**src/sv/sobel_pkg.sv**
```systemverilog
// Shared types, constants and arithmetic helpers for the Sobel edge detector.
// Used by sobel_grad and sobel_edge_threshold; depends on nothing else.
package sobel_pkg;

  // Default buffer geometry handed to the top level parameters.
  localparam int unsigned MAX_WIDTH_DEF  = 1024;
  localparam int unsigned MAX_HEIGHT_DEF = 1024;

  localparam int unsigned PIX_W      = 8;
  localparam int unsigned DIM_W      = 11;
  localparam int unsigned OUT_ROW_W  = 10;
  localparam int unsigned OUT_COL_W  = 10;
  localparam int unsigned MAG_W      = 8;
  localparam int unsigned EDGE_W     = 8;
  localparam int unsigned OUT_USED_W = OUT_ROW_W + OUT_COL_W + MAG_W + EDGE_W;
  localparam int unsigned OUT_DATA_W = ((OUT_USED_W + 7) / 8) * 8;
  localparam int unsigned IN_DATA_W  = ((PIX_W + 7) / 8) * 8;

  // Configuration register indexes.
  localparam int unsigned CFG_IDX_W  = 2;
  localparam int unsigned CFG_DATA_W = DIM_W;
  localparam logic [CFG_IDX_W-1:0] CFG_FRAME_WIDTH    = 2'd0;
  localparam logic [CFG_IDX_W-1:0] CFG_FRAME_HEIGHT   = 2'd1;
  localparam logic [CFG_IDX_W-1:0] CFG_EDGE_THRESHOLD = 2'd2;

  localparam logic [DIM_W-1:0] FRAME_WIDTH_RST    = 11'd640;
  localparam logic [DIM_W-1:0] FRAME_HEIGHT_RST   = 11'd480;
  localparam logic [MAG_W-1:0] EDGE_THRESHOLD_RST = 8'd35;

  localparam logic [EDGE_W-1:0] EDGE_ON  = 8'd255;
  localparam logic [EDGE_W-1:0] EDGE_OFF = 8'd0;

  // One column of the 3x3 neighborhood: rows r-2, r-1 and r.
  typedef struct packed {
    logic [PIX_W-1:0] o;
    logic [PIX_W-1:0] n;
    logic [PIX_W-1:0] p;
  } sobel_col_t;

  // One result request: the eight taps the kernels use, plus position.
  typedef struct packed {
    logic [PIX_W-1:0]     tl;
    logic [PIX_W-1:0]     tc;
    logic [PIX_W-1:0]     tr;
    logic [PIX_W-1:0]     ml;
    logic [PIX_W-1:0]     mr;
    logic [PIX_W-1:0]     bl;
    logic [PIX_W-1:0]     bc;
    logic [PIX_W-1:0]     br;
    logic [OUT_ROW_W-1:0] row;
    logic [OUT_COL_W-1:0] col;
    logic                 last;
  } sobel_req_t;

  // Clamps a dimension to [2, maxv] and returns the index of its last element.
  function automatic logic [12:0] dim_last(input logic [DIM_W-1:0] v,
                                           input logic [12:0] maxv);
    logic [12:0] r;
    if (v < 11'd2) begin
      r = 13'd1;
    end else if ({2'b00, v} > maxv) begin
      r = maxv - 13'd1;
    end else begin
      r = {2'b00, v} - 13'd1;
    end
    return r;
  endfunction

  function automatic logic [MAG_W-1:0] sat_abs(input logic signed [10:0] v);
    logic [10:0] a;
    a = v[10] ? 11'(-v) : 11'(v);
    return (a > 11'd255) ? 8'd255 : a[7:0];
  endfunction

  // Mean of two magnitudes, ties rounded to even.
  function automatic logic [MAG_W-1:0] round_mean(input logic [MAG_W-1:0] a,
                                                  input logic [MAG_W-1:0] b);
    logic [8:0] s;
    logic [8:0] q;
    s = {1'b0, a} + {1'b0, b};
    q = {1'b0, s[8:1]};
    if (s[0] && q[0]) begin
      q = q + 9'd1;
    end
    return q[7:0];
  endfunction

endpackage

```
**src/sv/sobel_grad.sv**
```systemverilog
// Gradient and magnitude pipeline: kernel sums, saturation, rounded mean,
// threshold and the output register. Depends on sobel_pkg.
module sobel_grad (
  input  logic                                clk_i,
  input  logic                                rst_ni,
  input  logic                                req_valid_i,
  output logic                                req_ready_o,
  input  sobel_pkg::sobel_req_t               req_i,
  input  logic [sobel_pkg::MAG_W-1:0]         thresh_i,
  output logic                                out_valid_o,
  input  logic                                out_ready_i,
  // out_data_o: out_row, out_col, gradient_magnitude, edge_pixel, zero pad
  output logic [sobel_pkg::OUT_DATA_W-1:0]    out_data_o,
  output logic                                out_last_o
);
  import sobel_pkg::*;

  logic [9:0]           sum_l, sum_r, sum_t, sum_b;
  logic signed [10:0]   gx, gy;

  logic                 g_v_q;
  logic [MAG_W-1:0]     ax_q, ay_q;
  logic [OUT_ROW_W-1:0] g_row_q;
  logic [OUT_COL_W-1:0] g_col_q;
  logic                 g_last_q;
  logic                 g_ready;

  logic                 o_v_q;
  logic [MAG_W-1:0]     o_mag_q;
  logic [EDGE_W-1:0]    o_edge_q;
  logic [OUT_ROW_W-1:0] o_row_q;
  logic [OUT_COL_W-1:0] o_col_q;
  logic                 o_last_q;
  logic                 o_ready;
  logic [MAG_W-1:0]     mag;

  always_comb begin
    sum_l = 10'(req_i.tl) + {1'b0, req_i.ml, 1'b0} + 10'(req_i.bl);
    sum_r = 10'(req_i.tr) + {1'b0, req_i.mr, 1'b0} + 10'(req_i.br);
    sum_t = 10'(req_i.tl) + {1'b0, req_i.tc, 1'b0} + 10'(req_i.tr);
    sum_b = 10'(req_i.bl) + {1'b0, req_i.bc, 1'b0} + 10'(req_i.br);
    gx    = $signed({1'b0, sum_r}) - $signed({1'b0, sum_l});
    gy    = $signed({1'b0, sum_b}) - $signed({1'b0, sum_t});
  end

  assign o_ready     = !o_v_q || out_ready_i;
  assign g_ready     = !g_v_q || o_ready;
  assign req_ready_o = g_ready;

  always_ff @(posedge clk_i or negedge rst_ni) begin
    if (!rst_ni) begin
      g_v_q <= 1'b0;
      o_v_q <= 1'b0;
    end else begin
      if (g_ready) begin
        g_v_q <= req_valid_i;
      end
      if (o_ready) begin
        o_v_q <= g_v_q;
      end
    end
  end

  always_ff @(posedge clk_i) begin
    if (g_ready && req_valid_i) begin
      ax_q     <= sat_abs(gx);
      ay_q     <= sat_abs(gy);
      g_row_q  <= req_i.row;
      g_col_q  <= req_i.col;
      g_last_q <= req_i.last;
    end
    if (o_ready && g_v_q) begin
      o_mag_q  <= mag;
      o_edge_q <= (mag > thresh_i) ? EDGE_ON : EDGE_OFF;
      o_row_q  <= g_row_q;
      o_col_q  <= g_col_q;
      o_last_q <= g_last_q;
    end
  end

  assign mag = round_mean(ax_q, ay_q);

  assign out_valid_o = o_v_q;
  assign out_last_o  = o_last_q;
  assign out_data_o  = {(OUT_DATA_W - OUT_USED_W)'(0), o_edge_q, o_mag_q, o_col_q, o_row_q};

endmodule

```
**config.mk**
```make
export PLATFORM = sky130hd
export DESIGN_NAME = sobel_grad
export DESIGN_NICKNAME = d
export VERILOG_FILES = /design/src/sv/sobel_pkg.sv /design/src/sv/sobel_grad.sv
export SDC_FILE = /design/constraint.sdc
export NUM_CORES = 1
export LEC_CHECK = 0
export BUFFER_PORTS_ARGS = -buffer_cell sky130_fd_sc_hd__buf_2
export CAP_MARGIN = 20
export CELL_PAD_IN_SITES_DETAIL_PLACEMENT = 1
export CELL_PAD_IN_SITES_GLOBAL_PLACEMENT = 1
export CORE_UTILIZATION = 38
export DETAILED_ROUTE_END_ITERATION = 16
export PLACE_DENSITY_LB_ADDON = 0.1
export SLEW_MARGIN = 20
export SYNTH_ARGS = -nofsm -noshare
export SYNTH_HDL_FRONTEND = slang
export SYNTH_SLANG_ARGS = --single-unit
```
**constraint.sdc**
```tcl
create_clock -name clk_i -period 2.9 [get_ports clk_i]
set_input_delay 0.58 -clock clk_i [delete_from_list [all_inputs] [get_ports clk_i]]
set_output_delay 0.58 -clock clk_i [all_outputs]
set_load 0.02 [all_outputs]
```
==> Word-level counts from Yosys, hierarchy flattened <==
Cells that the tools add are included.
{ "totals": {"reg_bits": 76, "inputBits": 97, "output_inout_bits": 43, "wordCells": 40} }
{ "classes": {"addsub": 14, "n_lt_le_gt_ge": 3, "n_mux": 4, "n_reduce_logical": 7} }
{ "op_table": {"columns": ["op", "count"], "rows": [
  ["10-bit by 8-bit adder with 10-bit output", 4],
  ["8-bit by 9-bit adder with 10-bit output", 4],
  ["11-bit by 8-bit greater-than comparator with 1-bit output, second input constant", 2],
  ["11-bit two-way mux", 2],
  ["11-bit negator", 2],
  ["10-bit by 10-bit subtractor with 11-bit output", 2],
  ["8-bit two-way mux", 2],
  ["8-bit by 8-bit adder with 9-bit output", 1],
  ["8-bit by 1-bit adder with 8-bit output, second input constant", 1],
  ["8-bit greater-than comparator", 1],
  ["1-bit logical AND", 3],
  ["1-bit zero test", 2],
  ["1-bit logical OR", 2]
]} }

==> Longest topological paths before layout <==
{ "depth": {"word_depth": 6, "mapped_depth": 16, "mapped_depth_nobuf": 15} }

==> Least setup slack after synthesis <==
OpenSTA, ideal clock, no wires.
{ "synth_path": {"path_kind": "input to register", "start": "input port req_i[26] (netlist bit)", "end": "register ay_q[7] (data pin)", "setup_time_ns": 0.261, "t_arrival_ns": 4.742, "t_required_ns": 2.639, "setup_slack_ns": -2.103, "path_stages": 15, "path_buffers": 0, "cell_sequence": "inv_1 fa_1 inv_1 fa_1 inv_1 fa_1 inv_1 ha_1 a21o_1 a31o_1 or3_4 a211o_1 or4b_4 and2_4 o32a_1"} }
{ "synth_via": {"elab_chain_cells": 5} }
{ "synth_rtl": {"columns": ["item", "line", "source"], "rows": [
  ["start: declaration", "sobel_grad.sv:8", "input sobel_pkg::sobel_req_t req_i,"],
  ["10-bit by 8-bit adder with 10-bit output *", "sobel_grad.sv:41", "sum_b = 10'(req_i.bl) + {1'b0, req_i.bc, 1'b0} + 10'(req_i.br);"],
  ["10-bit by 10-bit subtractor with 11-bit output *", "sobel_grad.sv:43", "gy = $signed({1'b0, sum_b}) - $signed({1'b0, sum_t});"],
  ["11-bit negator", "sobel_pkg.sv:71", "a = v[10] ? 11'(-v) : 11'(v);"],
  ["11-bit two-way mux *", "sobel_pkg.sv:71", null],
  ["11-bit by 8-bit greater-than comparator with 1-bit output", "sobel_pkg.sv:72", "return (a > 11'd255) ? 8'd255 : a[7:0];"],
  ["end signal: assignment", "sobel_grad.sv:67", "ay_q <= sat_abs(gy);"],
  ["end: declaration", "sobel_grad.sv:22", "logic [MAG_W-1:0] ax_q, ay_q;"]
]} }
Every way passes the cells marked *; elsewhere a longest branch is shown, timed or not.
A chain may end at the register's enable or synchronous reset.

==> Worst setup path after layout <==
{ "layout_path": {"start": "input port req_i[33] (netlist bit)", "end": "register ay_q[1] (data pin)"} }
{ "layout_via": {"elab_chain_cells": 6} }
{ "layout_rtl": {"columns": ["item", "line"], "rows": [
  ["8-bit by 9-bit adder with 10-bit output *", "sobel_grad.sv:41"],
  ["10-bit by 8-bit adder with 10-bit output *", "sobel_grad.sv:41"],
  ["10-bit by 10-bit subtractor with 11-bit output *", "sobel_grad.sv:43"],
  ["11-bit negator", "sobel_pkg.sv:71"],
  ["11-bit two-way mux *", "sobel_pkg.sv:71"],
  ["11-bit by 8-bit greater-than comparator with 1-bit output", "sobel_pkg.sv:72"]
]} }
Marked as above.

==> flow_metrics.tcl <==
set metrics [dict create \
    critPathLaunchType "primary input" \
    io_buffer_count 135 \
    vdd_drop_max_v 0.000499 \
    p_int_mw 6.47 \
    power_leakage_nw 4.05 \
    dp_hpwl_mm 11.9 \
    drt-pass1-iter-count 4 \
    hold_violations 0 \
    fin_area_um2 8420 \
    synth.cell_area_um2 5900 \
    drive_gt1_share_pct 44.3 \
    layout_setup_ws_ns -1.58 \
    drv_cap 0 \
    crit_chain "buf_8, inv_8, fa_1, inv_1, fa_1, inv_2, fa_1, inv_2, ha_4, a21o_1, a31o_1, or3_4, a211o_1, or4b_4, and2_4, o32a_1" \
    nets 1015 \
    reg2regPathDepth 13 \
    path_class "in2reg" \
    clkTransAtPathRegs_ns 0.06 \
    area_growth_pct 42.8 \
    period_share_pct 155 \
    avgViaCountPerCell 4.70 \
    path_max_fanout 3 \
    outcome "complete, but fails checks" \
    max_slew_margin_pct 63.9 \
    timing.fmax_ghz 0.223 \
    rows 45 \
    gr-usage-all-layers_pct 18.7 \
    wl_per_cell_um 13.9 \
    synth_async_sr_flop_share_pct 2.90 \
    place_area_um2 7650 \
    pin_count 140 \
    max_slew.worst_pin.slew_ns 0.542 \
    fp.dieArea_um2 16000 \
    insertedDiodeCount 0 \
    postRouteAntennaNets 0 \
    skew_ns 0.00501 \
    slowest_stage "fa_1" \
    synth_top_family_by_area "adder cells" \
    synthMuxAreaShare_pct 0.722 \
    whs_ns 0.0231 \
    synth_adder_area_share_pct 30.5 \
    critPathBufInv 5 \
    dieWidth_um 127 \
    cts-root-buf "clkbuf_16" \
    clkLatencyLatePin_ns 0.33 \
    multiInputGateArea_um2 3580 \
    endpoint_kind "flop" \
    overflow 0 \
    path_common_cell "fa_1" \
    seqPwrFrac_pct 14.2 \
    crit_family "adder cells" \
    initial_core_util_pct 38.9 \
    cts_made_buffers 9 \
    synth_compound_area_share_pct 9.57 \
    routed_wl_mm 14.0 \
    dr.first_iter.drc_count 97 \
    p_sw_share_pct 41.2 \
    synth_seq_cells 69 \
    power.density_nw_per_um2 1310 \
    critPathLaunch "req_i[33]" \
    seq_area_frac_synth_pct 35.0 \
    final_common_cell "inv_1" \
    drcViolationCount 0 \
    r2r-end "o_edge_q[6]$_DFFE_PP_" \
    seq_area_um2 2060 \
    fp.coreArea_um2 15100 \
    critPathRequiredTime_ns 2.98 \
    yosys_most_used_dff "edfxtp_1" \
    nFillCells 1703 \
    power_mw 11.0 \
    most-common-layout-cells "131 x inv_1, 129 x buf_2, 115 x buf_4, 67 x edfxtp_1, 60 x fa_1" \
    die_y_um 127 \
    cts.htree.levels 3 \
    ys_types 60 \
    cpPeakStageDelay_ns 0.54 \
    slew_violations 0 \
    grt_pass1_vias 5291 \
    violations "negative setup slack" \
    r2r-start "ay_q[0]$_SDFFCE_PN1P_" \
    setup_violations 17 \
    grt_max_degree 28 \
    gp_congestion 0.759 \
    yosys_warnings 0 \
    antenna_found_initial 0 \
    p_switching_mw 4.54 \
    clock_sinks 69 \
    pwr-share-comb_pct 75.2 \
    grt_pass1_wl_mm 23.8 \
    yosys.area_share.simple_pct 9.70 \
    synthCells 556 \
    clockBufferDepth 2 \
    hold_class "in2async" \
    postSynthAreaPerCell_um2 10.6 \
    via_count 4728 \
    rsz0062_at_grt "true" \
    finalCriticalPeriod_ns 4.48 \
    final_util_pct 55.6 \
    synth_edf_count 67 \
    power.share.clock_pct 10.6 \
    cts_tree "yes" \
    synth-xor-area-share_pct 3.57 \
    worst-endpoint-arrival_ns 4.56 \
    ff2ff_setup_slack_ns -0.21 \
    pre_cts_ws_ns -2.03 \
]
worst max path at each step:
stage	depth (start not counted)	slack [ns]	end
global route	18	-1.70	ax_q[6]$_SDFFCE_PN1P_
floorplan	15	-1.81	ay_q[7]$_SDFFCE_PN1P_
global placement	15	-1.97	ay_q[1]$_SDFFCE_PN1P_
CTS	16	-1.60	ay_q[1]$_SDFFCE_PN1P_
finish	16	-1.58	ay_q[1]$_SDFFCE_PN1P_
detailed placement	15	-2.03	ay_q[6]$_SDFFCE_PN1P_
cell usage after synthesis, types with 2 or more instances:
cell type / instances / area share [%]
nor2_1: 24 / 1.5
nand4_1: 2 / 0.21
buf_4: 11 / 1.4
nand2_1: 29 / 1.8
mux2_2: 2 / 0.38
nor2b_1: 4 / 0.42
or2_2: 3 / 0.32
a211oi_1: 5 / 0.64
o21a_1: 5 / 0.64
nand2b_1: 5 / 0.53
inv_1: 147 / 9.4
mux2i_1: 2 / 0.34
o21ai_1: 4 / 0.34
edfxtp_1: 67 / 34
fa_1: 63 / 21
o32a_1: 3 / 0.51
o211ai_1: 3 / 0.38
o31ai_1: 3 / 0.38
dfrtp_1: 2 / 0.85
o21ai_0: 13 / 1.1
a21oi_1: 20 / 1.7
and3_1: 2 / 0.21
or3_1: 3 / 0.32
xor2_1: 6 / 0.89
nand3_1: 10 / 0.85
o31a_1: 2 / 0.30
and3b_1: 2 / 0.30
xnor2_1: 18 / 2.7
nor3_1: 5 / 0.42
o2111ai_1: 3 / 0.45
ha_1: 43 / 9.1
or4_1: 3 / 0.38
and3_2: 2 / 0.25
a21o_1: 9 / 1.1
a221oi_1: 2 / 0.30
and2_1: 5 / 0.53
power groups by stage:
stage	combinational (mW)	sequential (mW)	clock, mW
floorplan	4.28	1.67	0
global placement	6.80	1.57	0
detailed placement	7.05	1.58	0
CTS	8.02	1.57	1.20
global route	9.18	1.58	1.22
finish	8.28	1.56	1.17
layout make-up:
class	count	share of cell area, %
Multi-Input combinational cell	330	42.5
Sequential cell	69	24.5
Clock buffer	9	2.68
Inverter	147	6.73
Tap cell	188	2.79
Timing Repair Buffer	255	19.6
Clock inverter	7	1.16
routing by layer:
layer	global-route usage [%]	routed length, um	vias to the layer above	share of wire [%]
met5	0	0	-	0
met4	4.96	185	0	1.3
met3	2.19	359	15	2.6
met2	39.5	8240	89	59
met1	19.0	5200	2307	37
li1	-	-	2317	-
sequential cells by signal, summed over array words and instances (netlist names):
| signal | cells |
|---|---|
| out_valid_o | 1 |
| ax_q | 8 |
| ay_q | 8 |
| g_col_q | 10 |
| o_row_q | 10 |
| o_mag_q | 8 |
| o_edge_q | 1 |
| g_row_q | 10 |
| out_last_o | 1 |
| g_last_q | 1 |
| g_v_q | 1 |
| o_col_q | 10 |
metrics by stage:
step	std cells	setup TNS (ns)
after floorplan	559	-25.30
after global placement	974	-30.50
after detailed placement	974	-31.62
after CTS	1005	-24.22
after global routing	1005	-26.99
final	1005	-24.45
cell families after synthesis:
kind of cell,count (synthesis)
AOI/OAI and AO/OA,83
xor gates and xnor gates,24
adders and majority gates,106
buffers and inverters,160
DFF,69
muxes,4
other,1
and+or+nand+nor,109
what timing repair did:
item                       4_1_cts  5_1_grt
pin swaps                       38       16
hold buffers                     0        0
setup buffers                   15        0
resized for setup               52       28
setup endpoints to repair       17       17
hold endpoints to repair         0        0
Power figures use the tool's default switching activity.
